<file path="src/hw/rtl/frame_rate_decimator_assert.svh">
`ifndef FRAME_RATE_DECIMATOR_ASSERT_SVH
`define FRAME_RATE_DECIMATOR_ASSERT_SVH

// same-cycle implication, checked while out of reset
`define FRD_ASSERT_NOW(lbl, clk, rst_n, ante, cons) \
    lbl: assert property (@(posedge clk) disable iff (!rst_n) (ante) |-> (cons)) \
        else $error("frame rate decimator check failed");

// next-cycle implication, checked while out of reset
`define FRD_ASSERT_NEXT(lbl, clk, rst_n, ante, cons) \
    lbl: assert property (@(posedge clk) disable iff (!rst_n) (ante) |=> (cons)) \
        else $error("frame rate decimator check failed");

`endif

</file>
<file path="src/hw/rtl/frd_pkg.sv">
`timescale 1ns / 1ps
package frd_pkg;

    localparam int TIME_BITS      = 48;
    localparam int COUNT_BITS     = 32;
    localparam int CFG_BITS       = 24;
    localparam int CFG_INDEX_BITS = 1;
    localparam int INDEX_BITS     = 34;
    // frame_number * scale + divisor/2 fits in this many bits
    localparam int NUM_BITS       = COUNT_BITS + CFG_BITS + 1;
    localparam int STEP_BITS      = $clog2(NUM_BITS + 1);

    localparam logic [CFG_BITS-1:0]   INDEX_SCALE   = CFG_BITS'(10000000);
    localparam logic [CFG_BITS-1:0]   DIVISOR_RESET = CFG_BITS'(10000000);
    localparam logic [CFG_BITS-1:0]   PERIOD_RESET  = CFG_BITS'(333333);
    localparam logic [INDEX_BITS:0]   INDEX_WINDOW  = (INDEX_BITS+1)'(10);
    localparam logic [INDEX_BITS-1:0] INDEX_MAX     = {1'b0, {(INDEX_BITS-1){1'b1}}};
    localparam logic [COUNT_BITS-1:0] COUNT_MAX     = {COUNT_BITS{1'b1}};

    localparam logic [CFG_INDEX_BITS-1:0] REG_RATE_DIVISOR = 1'b0;
    localparam logic [CFG_INDEX_BITS-1:0] REG_PERIOD_LIMIT = 1'b1;

    typedef struct packed {
        logic                start;
        logic [NUM_BITS-1:0] numerator;
        logic [CFG_BITS-1:0] divisor;
    } t_div_req;

    typedef struct packed {
        logic                done;
        logic [NUM_BITS-1:0] quotient;
    } t_div_rsp;

    function automatic logic [COUNT_BITS-1:0] sat_inc(input logic [COUNT_BITS-1:0] v);
        sat_inc = (v == COUNT_MAX) ? COUNT_MAX : v + COUNT_BITS'(1);
    endfunction

endpackage

</file>
<file path="src/hw/rtl/frd_div.sv">
`timescale 1ns / 1ps
`include "frame_rate_decimator_assert.svh"
module frd_div
    import frd_pkg::*;
(
    input  logic     i_clk,
    input  logic     i_rst_n,
    input  t_div_req i_req,
    output t_div_rsp o_rsp
);

    // restoring divide, one quotient bit a cycle
    logic [CFG_BITS:0]    r_rem, n_rem;
    logic [NUM_BITS-1:0]  r_quo, n_quo;
    logic [CFG_BITS-1:0]  r_den;
    logic [STEP_BITS-1:0] r_cnt;
    logic                 r_busy;
    logic                 r_done;
    logic [CFG_BITS:0]    w_shift;

    always_comb begin
        w_shift = {r_rem[CFG_BITS-1:0], r_quo[NUM_BITS-1]};
        if (w_shift >= {1'b0, r_den}) begin
            n_rem = w_shift - {1'b0, r_den};
            n_quo = {r_quo[NUM_BITS-2:0], 1'b1};
        end else begin
            n_rem = w_shift;
            n_quo = {r_quo[NUM_BITS-2:0], 1'b0};
        end
    end

    always_ff @(posedge i_clk) begin
        if (!i_rst_n) begin
            r_busy <= 1'b0;
            r_done <= 1'b0;
            r_cnt  <= '0;
        end else begin
            r_done <= 1'b0;
            if (i_req.start) begin
                r_busy <= 1'b1;
                r_cnt  <= STEP_BITS'(NUM_BITS);
            end else if (r_busy) begin
                r_cnt <= r_cnt - STEP_BITS'(1);
                if (r_cnt == STEP_BITS'(1)) begin
                    r_busy <= 1'b0;
                    r_done <= 1'b1;
                end
            end
        end
    end

    always_ff @(posedge i_clk) begin
        if (i_req.start) begin
            r_rem <= '0;
            r_quo <= i_req.numerator;
            r_den <= i_req.divisor;
        end else if (r_busy) begin
            r_rem <= n_rem;
            r_quo <= n_quo;
        end
    end

    assign o_rsp.done     = r_done;
    assign o_rsp.quotient = r_quo;

    `FRD_ASSERT_NEXT(a_start_busy, i_clk, i_rst_n, i_req.start, r_busy)
    `FRD_ASSERT_NOW(a_done_idle, i_clk, i_rst_n, r_done, !r_busy)
    `FRD_ASSERT_NOW(a_busy_count, i_clk, i_rst_n, r_busy, r_cnt != '0)

endmodule

</file>
<file path="src/hw/rtl/frame_rate_decimator.sv">
`timescale 1ns / 1ps
// channel  | direction | handshake               | payload
// ---------+-----------+-------------------------+-----------------------------------------
// in       | input     | i_in_valid / o_in_stall | i_arrival_time
// out      | output    | o_out_valid/ i_out_stall| o_keep, o_presentation_time,
//          |           |                         | o_average_interval, o_*_count
// cfg      | input     | i_cfg_we                | i_cfg_index, i_cfg_data
//
// one frame passes from input beat to output beat through the multiply, add, divide and
// decide steps, the divide done by the bit-serial divider forming the target index
// a new input beat is taken only in idle; the result sits in an output register, so
// the next frame can enter while the previous result is still stalled
// a finished frame waits in the decide step while an older result is still stalled
// synchronous active-low reset; no clearing pass
`include "frame_rate_decimator_assert.svh"
module frame_rate_decimator
    import frd_pkg::*;
(
    input  logic                      i_clk,
    input  logic                      i_rst_n,
    // frame timestamps
    input  logic                      i_in_valid,
    output logic                      o_in_stall,
    input  logic [TIME_BITS-1:0]      i_arrival_time,
    // decisions
    output logic                      o_out_valid,
    input  logic                      i_out_stall,
    output logic                      o_keep,
    output logic [TIME_BITS-1:0]      o_presentation_time,
    output logic [TIME_BITS-1:0]      o_average_interval,
    output logic [COUNT_BITS-1:0]     o_dropped_count,
    output logic [COUNT_BITS-1:0]     o_accepted_count,
    output logic [COUNT_BITS-1:0]     o_slow_count,
    // configuration
    input  logic                      i_cfg_we,
    input  logic [CFG_INDEX_BITS-1:0] i_cfg_index,
    input  logic [CFG_BITS-1:0]       i_cfg_data
);

    typedef enum logic [4:0] {
        S_IDLE   = 5'b00001,
        S_MUL    = 5'b00010,
        S_ADD    = 5'b00100,
        S_DIV    = 5'b01000,
        S_DECIDE = 5'b10000
    } t_state;

    t_state r_state;

    // configuration registers
    logic [CFG_BITS-1:0] r_rate_divisor;
    logic [CFG_BITS-1:0] r_period_limit;

    // decimator state
    logic                   r_first_pending, n_first_pending;
    logic [TIME_BITS-1:0]   r_previous_time, n_previous_time;
    logic [TIME_BITS-1:0]   r_origin_time,   n_origin_time;
    logic [TIME_BITS-1:0]   r_interval_avg,  n_interval_avg;
    logic [COUNT_BITS-1:0]  r_frame_number,  n_frame_number;
    logic [INDEX_BITS-1:0]  r_last_index,    n_last_index;
    logic [INDEX_BITS-1:0]  r_target_index,  n_target_index;
    logic [COUNT_BITS-1:0]  r_drop_total,    n_drop_total;
    logic [COUNT_BITS-1:0]  r_keep_total,    n_keep_total;
    logic [COUNT_BITS-1:0]  r_slow_total,    n_slow_total;
    logic                   n_keep;

    // working registers for one frame
    logic [TIME_BITS-1:0]            r_now;
    logic [COUNT_BITS+CFG_BITS-1:0]  r_prod;
    logic [INDEX_BITS-1:0]           r_quot;

    // output beat register
    logic                   r_o_valid;
    logic                   r_o_keep;
    logic [TIME_BITS-1:0]   r_o_pts;

    logic [CFG_BITS-1:0]    w_divisor;
    logic [TIME_BITS-1:0]   w_diff;
    logic [INDEX_BITS:0]    w_gap;
    logic                   w_in_beat;
    logic                   w_out_free;
    t_div_req               w_div_req;
    t_div_rsp               w_div_rsp;

    assign w_in_beat  = i_in_valid && !o_in_stall;
    assign o_in_stall = (r_state != S_IDLE);
    assign w_out_free = !r_o_valid || !i_out_stall;

    // a zero divisor counts as one
    assign w_divisor = (r_rate_divisor == '0) ? CFG_BITS'(1) : r_rate_divisor;

    // rounded divide request: product plus half the divisor
    assign w_div_req.start     = (r_state == S_ADD);
    assign w_div_req.numerator = NUM_BITS'(r_prod) + NUM_BITS'(w_divisor >> 1);
    assign w_div_req.divisor   = w_divisor;

    frd_div u_div (
        .i_clk   (i_clk),
        .i_rst_n (i_rst_n),
        .i_req   (w_div_req),
        .o_rsp   (w_div_rsp)
    );

    // sequencer
    always_ff @(posedge i_clk) begin
        if (!i_rst_n) begin
            r_state <= S_IDLE;
        end else begin
            unique case (r_state)
                S_IDLE:   if (w_in_beat) r_state <= S_MUL;
                S_MUL:    r_state <= S_ADD;
                S_ADD:    r_state <= S_DIV;
                S_DIV:    if (w_div_rsp.done) r_state <= S_DECIDE;
                S_DECIDE: if (w_out_free) r_state <= S_IDLE;
                default:  r_state <= S_IDLE;
            endcase
        end
    end

    // datapath working registers
    always_ff @(posedge i_clk) begin
        if (w_in_beat) r_now <= i_arrival_time;
        if (r_state == S_MUL) r_prod <= (COUNT_BITS+CFG_BITS)'(r_frame_number)
                                      * (COUNT_BITS+CFG_BITS)'(INDEX_SCALE);
        if (r_state == S_DIV && w_div_rsp.done) begin
            // clamp to the largest positive index
            if (|w_div_rsp.quotient[NUM_BITS-1:INDEX_BITS-1]) r_quot <= INDEX_MAX;
            else r_quot <= w_div_rsp.quotient[INDEX_BITS-1:0];
        end
    end

    // keep / drop decision for the frame in hand
    always_comb begin
        n_first_pending = r_first_pending;
        n_previous_time = r_now;
        n_origin_time   = r_origin_time;
        n_interval_avg  = r_interval_avg;
        n_frame_number  = r_frame_number;
        n_last_index    = r_last_index;
        n_target_index  = r_target_index;
        n_drop_total    = r_drop_total;
        n_keep_total    = r_keep_total;
        n_slow_total    = r_slow_total;
        n_keep          = 1'b1;
        w_diff          = r_now - r_previous_time;
        w_gap           = '0;
        if (r_first_pending) begin
            n_first_pending = 1'b0;
            n_origin_time   = r_now;
            n_interval_avg  = TIME_BITS'(r_period_limit);
        end else begin
            // floor((avg + diff) / 2) without a carry out
            n_interval_avg = (r_interval_avg >> 1) + (w_diff >> 1)
                           + TIME_BITS'(r_interval_avg[0] & w_diff[0]);
            if (w_diff > TIME_BITS'(r_period_limit)) begin
                n_slow_total = sat_inc(r_slow_total);
            end else begin
                n_target_index = r_quot;
                w_gap = {1'b0, r_quot} - {r_last_index[INDEX_BITS-1], r_last_index};
                // drop while the last index trails by two to nine
                if (w_gap > (INDEX_BITS+1)'(1) && w_gap < INDEX_WINDOW) begin
                    n_keep       = 1'b0;
                    n_last_index = r_last_index + INDEX_BITS'(1);
                    n_drop_total = sat_inc(r_drop_total);
                end
            end
        end
        if (n_keep) begin
            n_keep_total   = sat_inc(r_keep_total);
            n_last_index   = n_target_index;
            n_frame_number = sat_inc(r_frame_number);
        end
    end

    // state and configuration registers
    always_ff @(posedge i_clk) begin
        if (!i_rst_n) begin
            r_rate_divisor  <= DIVISOR_RESET;
            r_period_limit  <= PERIOD_RESET;
            r_first_pending <= 1'b1;
            r_previous_time <= '0;
            r_origin_time   <= '0;
            r_interval_avg  <= '0;
            r_frame_number  <= COUNT_BITS'(1);
            r_last_index    <= '1;
            r_target_index  <= '0;
            r_drop_total    <= '0;
            r_keep_total    <= '0;
            r_slow_total    <= '0;
        end else begin
            if (i_cfg_we) begin
                unique case (i_cfg_index)
                    REG_RATE_DIVISOR: r_rate_divisor <= i_cfg_data;
                    REG_PERIOD_LIMIT: r_period_limit <= i_cfg_data;
                    default: ;
                endcase
            end
            if (r_state == S_DECIDE && w_out_free) begin
                r_first_pending <= n_first_pending;
                r_previous_time <= n_previous_time;
                r_origin_time   <= n_origin_time;
                r_interval_avg  <= n_interval_avg;
                r_frame_number  <= n_frame_number;
                r_last_index    <= n_last_index;
                r_target_index  <= n_target_index;
                r_drop_total    <= n_drop_total;
                r_keep_total    <= n_keep_total;
                r_slow_total    <= n_slow_total;
            end
        end
    end

    // output beat register
    always_ff @(posedge i_clk) begin
        if (!i_rst_n) begin
            r_o_valid <= 1'b0;
        end else if (r_state == S_DECIDE && w_out_free) begin
            r_o_valid <= 1'b1;
        end else if (!i_out_stall) begin
            r_o_valid <= 1'b0;
        end
    end

    always_ff @(posedge i_clk) begin
        if (r_state == S_DECIDE && w_out_free) begin
            r_o_keep <= n_keep;
            r_o_pts  <= r_now - n_origin_time;
        end
    end

    assign o_out_valid         = r_o_valid;
    assign o_keep              = r_o_keep;
    assign o_presentation_time = r_o_pts;
    assign o_average_interval  = r_interval_avg;
    assign o_dropped_count     = r_drop_total;
    assign o_accepted_count    = r_keep_total;
    assign o_slow_count        = r_slow_total;

    `FRD_ASSERT_NOW(a_drop_not_first, i_clk, i_rst_n, o_out_valid && !o_keep, !r_first_pending)
    `FRD_ASSERT_NOW(a_last_floor, i_clk, i_rst_n, r_last_index[INDEX_BITS-1],
        r_last_index == {INDEX_BITS{1'b1}})
    `FRD_ASSERT_NEXT(a_div_to_decide, i_clk, i_rst_n, r_state == S_DIV && w_div_rsp.done,
        r_state == S_DECIDE)

endmodule

</file>
<file path="config.mk">
export PLATFORM = sky130hd
export DESIGN_NAME = frame_rate_decimator
export DESIGN_NICKNAME = d
export VERILOG_FILES = /design/src/hw/rtl/frd_pkg.sv /design/src/hw/rtl/frd_div.sv /design/src/hw/rtl/frame_rate_decimator.sv
export VERILOG_INCLUDE_DIRS = /design/src /design/src/hw/rtl
export SDC_FILE = /design/constraint.sdc
export NUM_CORES = 2
export LEC_CHECK = 0
export ABC_AREA = 1
export ABC_CLOCK_PERIOD_IN_PS = 13750
export BUFFER_PORTS_ARGS = -buffer_cell sky130_fd_sc_hd__buf_2
export CAP_MARGIN = 20
export CORE_MARGIN = 2
export CORE_UTILIZATION = 41
export DETAILED_ROUTE_END_ITERATION = 10
export PLACE_DENSITY_LB_ADDON = 0.08
export SETUP_SLACK_MARGIN = 0.4
export SYNTH_ARGS = -nofsm -noshare
export SYNTH_HDL_FRONTEND = slang
export SYNTH_SLANG_ARGS = --single-unit
export TNS_END_PERCENT = 50
</file>
<file path="constraint.sdc">
create_clock -name i_clk -period 13.75 [get_ports i_clk]
set_clock_uncertainty 0.2 [all_clocks]
set_input_delay 1.375 -clock i_clk [delete_from_list [all_inputs] [get_ports i_clk]]
set_output_delay 1.375 -clock i_clk [all_outputs]
set_load 0.02 [all_outputs]
</file>
# Yosys cells after proc, flatten, opt, wreduce, memory -nomap -nowiden
# Index checks and enable logic that the tools add are counted.
# Widths: inputs -> output; s select.
# classes
n_addsub,13
mul,1
n_div,0
magnitude_cmp,4
eq_ne,17
shifts,0
muxes,32
bitwise,6
reduce_logical,21
# op_table
cell,count
$mux 34,6
$add 32x1->32 const B,4
$eq 32x32->1 const B,4
$mux 32,4
$mux 57,2
$mux 48,2
$sub 48x48->48,2
$add 56x23->57,1
$mul 32x17->49 const B,1
$add 47x47->48,1
$add 48x1->48,1
$gt 48x24->1,1
$mux 24,2
$gt 35x1->1 const B,1
$lt 35x4->1 const B,1
$sub 34x35->35,1
$add 34x1->34 const B,1
$ge 25x24->1,1
$pmux 5 s5,1
$logic_not 24->1,1
$reduce_or 24->1,1
$sub 24x24->24,1
$mux 5,3
$mux 6,2
22 further kinds,49
# word_totals
reg_bits,688
latch_bits,0
ramBits,0
rom_bits,0
input_bits,78
out_inout_bits,195
elab_cells,121
n_memories,0

# Depth between registers and ports, before layout
# depth
word_depth,8
mapped_depth,33
mapped_depth_nobuf,32

# Modules after synthesis
# Synthesis repeated with hierarchy kept, for this count alone.
# unflattened
hier_cells,7999
hier_area_um2,56506.7
# modules_own_cells
module,instances,cells_per_inst,area_each_um2,seq_area_each_um2
frame_rate_decimator,1,7127,49944.2,13312.8
frd_div,1,872,6562.5,3072.9

# Worst setup path after synthesis
# Ideal clock, no wire load.
# synth_path
path_type,register to register
from,register r_state[2]
to,register r_state[0]
setup_time_ns,0.145
arrival_time_ns,5.842
required_ns,13.405
slack_ns,7.564
path_stages_with_launch,7
n_path_buf,0
synth_period_minus_slack_ns,6.186
path_cell_list,dfxtp_1 -> nor2_1 -> inv_1 -> nor4_1 -> inv_1 -> nand4_1 -> o221ai_1
# synth_between
elab_chain_len,5
word_cells_on_any_way,13
cone_classes,9 x eq/ne; 1 x mux; 3 x reduce/logical
# synth_lines
item,line_no,rtl
"start, declared",frame_rate_decimator.sv:48,t_state r_state;
"start signal, assigned",frame_rate_decimator.sv:107,r_state <= S_IDLE;
"start signal, assigned",frame_rate_decimator.sv:110,S_IDLE: if (w_in_beat) r_state <= S_MUL;
"start signal, assigned",frame_rate_decimator.sv:111,S_MUL: r_state <= S_ADD;
$ne 5x1->1,frame_rate_decimator.sv:86,assign o_in_stall = (r_state != S_IDLE);
$logic_not 1->1,frame_rate_decimator.sv:85,assign w_in_beat = i_in_valid && !o_in_stall;
$logic_and 1x1->1,frame_rate_decimator.sv:85,
$ne 2x2->1 (no line),-,
$reduce_and 3->1 (no line),-,
# Several ways; a longest one is shown, not always the timed one.
# A chain may end at the register's enable or synchronous reset.

# Worst setup path after layout
# layout_path
from,"register r_now[0], in the netlist n_previous_time[0]"
to,register r_last_index[27]
# layout_between
elab_chain_len,6
word_cells_on_any_way,11
cone_classes,1 x add/sub; 1 x order compare; 2 x eq/ne; 5 x mux; 2 x reduce/logical
# layout_lines
item,line_no,rtl
"start, declared",frame_rate_decimator.sv:68,logic [TIME_BITS-1:0] r_now;
"start signal, assigned",frame_rate_decimator.sv:122,if (w_in_beat) r_now <= i_arrival_time;
$sub 48x48->48 (*),frame_rate_decimator.sv:145,w_diff = r_now - r_previous_time;
$gt 48x24->1 (*),frame_rate_decimator.sv:155,if (w_diff > TIME_BITS'(r_period_limit)) begin
$mux 1,frame_rate_decimator.sv:155,
$mux 1,frame_rate_decimator.sv:147,if (r_first_pending) begin
$ne 2x2->1 (no line) (tied with other cells),-,
$reduce_and 4->1 (no line),-,
"end signal, assigned",frame_rate_decimator.sv:204,r_last_index <= n_last_index;
"end, declared",frame_rate_decimator.sv:60,"logic [INDEX_BITS-1:0] r_last_index, n_last_index;"
# Mark *: on every way between the ends. The rest lies on a longest branch, timed or not.

==> impl_summary.txt <==
----------------------------------------------------
[GRT]
  Overall routing resource usage ... ~26%
  Initial antenna violation count ... 3
  Maximum number of pins on one net before global-route repair ... approximately 130
  Via count of the first global-routing pass ... roughly 47,000
  Wire length of the first global-routing pass ... between 200 and 300 mm
  Aggregate global routing overflow ... 0

[Synth]
  Share of synthesized cell area in full adder, half adder and majority cells ... roughly 17%
  Number of synthesized register bits ... 688
  Portion of netlist area occupied by mux cells ... 0.815%
  Fraction of synthesized cell area taken by the top area cell type ... between 15 and 20%
  Fraction of the yosys area taken by sequential cells ... between 20% and 30%
  Post-synthesis cell type with the largest combined area ... dfxtp_1
  Synth Area in XOR/XNOR ... under 10%
  Mean cell area of the mapped netlist ... 7.22 um^2
  Post-synth cell types ... 61
  Post-synth net total ... approximately 8,400
  Cells taking the most area after synthesis ... dfxtp_1 15%, edfxtp_1 14%, nand2_1 11%
  Syn Inst Count ... roughly 7,700
  Warnings, synthesis ... 0
  FFs w/ async S/R, synth ... 0%
  Cell area after technology mapping ... approximately 55,000 um^2
  Ys flop type ... dfxtp_1
  Largest family of logic cells by synthesized area ... simple AND/OR/NAND/NOR gates
  Number of enable-type register cells in the synthesized netlist ... about 260
  Complex-gate fraction of the synthesized area ... 13.3%
  Fraction of the mapped netlist area in simple logic gates ... roughly a quarter

[Clocking]
  CTS Hold Buffers Added ... 0
  TritonCTS sink count ... 688
  Number of buffers inserted to repair setup after CTS ... 0
  Worst-skew pair later-pin latency ... about 0.7 ns
  Post-CTS clock slew at the launch and capture registers of the worst setup and hold paths ... 0.06 ns
  Number of clock buffers inserted by TritonCTS ... 84
  Clock tree from TritonCTS ... done
  H-tree Lvls ... 3
  Clock Path Buffers ... 3
  Post-CTS Resized ... 0
  Clock tree root buffer cell ... clkbuf_16

[Power]
  Cell leakage power ... between 20 and 30 nW
  Worst supply voltage drop on vdd ... between 0.07 and 0.08 mV
  Pwr Density ... between 80 and 90 nW/um^2
  Power Total ... around 5.4 mW

[Setup path]
  Maximum fanout count along the critical path ... 35
  Sort of element at the end of the critical path ... flip-flop
  Reg2reg path depth ... 27
  Critical path launch point type ... flip-flop
  WP data arrival ... approximately 6.6 ns
  Critical path type ... flip-flop to flip-flop
  Worst Path Required ... between 10 and 15 ns

[Drt]
  Routed len/inst ... between 15 and 20 um
  Remaining design rule violation count ... 0
  Total detailed-routing wirelength ... ~180 mm
  Routed vias ... approximately 50,000
  Starting DRC count in detailed routing ... ~3,900
  Via density ... ~5.2
  Number of nets with antenna violations after detailed routing ... 0
  Number of detailed-route iterations in the first pass ... 5

[Final layout]
  Most frequent standard cell in the layout excluding fill and tap cells ... nand2_1
  Highest-count cells in the layout ignoring fill and taps ... 1,689 x nand2_1, 1,290 x inv_1, 672 x a21oi_1
  Cell Count, Final, Fillers Out ... between 9,000 and 10,000
  Final Core Density ... between 40% and 50%
  Layout net count ... approximately 8,600
  Fraction of layout instances using a drive strength above 1 ... approximately 7.4%
  Filler Cell Count ... about 14,000
  # diodes ... 0
  Synth-to-Final Area Change ... 10.6%
  Post-route cell area ... 61,100 um^2

[Timing]
  Final hold viol count ... 0
  Post-route setup slack ... 7.55 ns
  Share of the clock period used by the worst path after layout ... a little under half
  Final min period ... ~6.2 ns
  RSZ-0062 raised after global routing ... false
  Worst slew margin relative to its limit ... roughly 15%
  Slew Viols, Final ... 0
  Setup TNS Final ... 0 ns
  Worst hold margin ... 0.240 ns
  Number of setup violations in the final report ... 0
  Achievable clock frequency ... between 150 and 200 MHz
  Pin slew with the least headroom to its limit ... 1.27 ns

[Die]
  Die Ht ... 371 um
  Core area ... around 130,000 um^2
  Cell Rows ... about 130
  Full die area ... about 140,000 um^2
  Horizontal extent of the die ... roughly 370 um
  Starting utilization of the core area ... about two fifths
  Number of I/O pins ... around 270

[Placed design]
  # placed instances ... 9,519
  Final HPWL from detailed placement ... around 150 mm
  Worst slack at placement ... between 7 and 8 ns
  Number of I/O port buffers ... around 270
  Global placer's final weighted congestion ... ~0.94
  Cell Area, Placed ... 58,400 um^2

[Min path]
  Worst Hold Path Cells ... 0
  Worst Hold Class ... flip-flop to flip-flop

[Outcome]
  Outcome ... complete, no violations

[Flow run]
  Maxcap violations ... 0

----------------------------------------------------
==> flip-flops by register name (all words and copies together), names as in the netlist, 32 cells and up <==
signal	count
r_last_index	34
o_accepted_count	32
r_origin_time	48
r_quot	34
o_average_interval	48
r_previous_time	48
n_previous_time	48
o_dropped_count	32
r_frame_number	32
r_prod	49
o_slow_count	32
u_div.r_quo	57
o_presentation_time	48
r_target_index	34
==> kinds of logic (layout without fill, tap and decap cells) <==
logic type / count (synthesis) / in the layout
adders and majority gates: 664 / 664
DFF: 688 / 688
muxes: 45 / 45
other: 1 / 1
buffers and inverters: 1528 / 1782
xor gates and xnor gates: 280 / 280
and+or+nand+nor: 3104 / 3104
AOI/OAI and AO/OA: 1346 / 1346
==> synthesized netlist by cell type, types with 9 or more instances <==
cell         n
o21ai_1     43
fa_1       171
a31oi_1     55
edfxtp_1   261
inv_1     1292
a21o_1      10
nor4_1      56
nor2_1     570
o21ai_0    369
clkbuf_1   179
a211oi_1    49
o21a_1      24
or2_2       68
inv_2       15
dfxtp_1    427
a21oi_1    672
o22ai_1     11
nand4_1    117
nand2_1   1689
buf_6       10
a21boi_0    18
mux2i_1     45
buf_2        9
nor2_2      11
xnor2_1     88
nand2_2     20
nor3_1     138
o21bai_1    22
o211ai_1    26
a21oi_2     10
ha_1       493
buf_1       12
a32o_1      10
nand3b_1    19
nand3_1    390
xor2_1     192
==> worst max-delay path, stage by stage (launching register included) <==
cell and delay, ns:
edfxtp_1 0.38, inv_1 0.11, ha_1 0.15, inv_1 0.12, fa_1 0.48, nand2_1 0.10, nand3_1 0.26, nand2_1 0.16
nand2_2 0.11, a21oi_1 0.17, xnor2_1 0.18, ha_1 0.32, nand2_1 0.05, inv_1 0.08, nand3_1 0.12, nor2_1 0.24
nand4_1 0.22, nand2_1 0.18, nand3_1 0.07, nor2_1 0.09, nand2_1 0.09, nor2_2 0.15, nand4_1 0.66, nor2_1 0.43
nand2_1 0.16, inv_2 0.51, nand2_1 0.14, nand3_1 0.11
==> layer usage <==
metal  track usage [%]  part of all wire [%]  vias up
met4              6.17                   2.3        6
met5             0.979                  0.12        -
met3              4.00                   5.3      196
met2              38.8                    42     1177
li1                  -                     -    25400
met1              38.5                    50    23700
==> final cells by class <==
class                           instances  area, um^2  share of cell area, %
Clock buffer                          114        2300                   3.76
Clock inverter                         44         467                  0.763
Inverter                             1309        4930                   8.06
Multi-Input combinational cell       5440       33100                   54.1
Sequential cell                       688       16400                   26.8
Tap cell                             1768        2210                   3.62
Timing Repair Buffer                  315        1750                   2.86
==> path summary, 6_finish.rpt <==
check | startpoint | end | slack [ns]
max | n_previous_time[0] | r_last_index[27] | 7.55
min | r_rate_divisor[1] | u_div.r_den[1] | 0.24
max reg2reg | n_previous_time[0] | r_last_index[27] | 7.55
min reg2reg | r_rate_divisor[1] | u_div.r_den[1] | 0.24
==> report_power, final <==
| part | leakage [nW] | internal [mW] | switching, mW |
|---|---|---|---|
| clock network | 1.34 | 1.28 | 0.969 |
| registers | 5.67 | 2.18 | 0.0511 |
| logic | 22.1 | 0.314 | 0.635 |
| total | 29.1 | 3.78 | 1.65 |
Power figures use the tool's default switching activity.
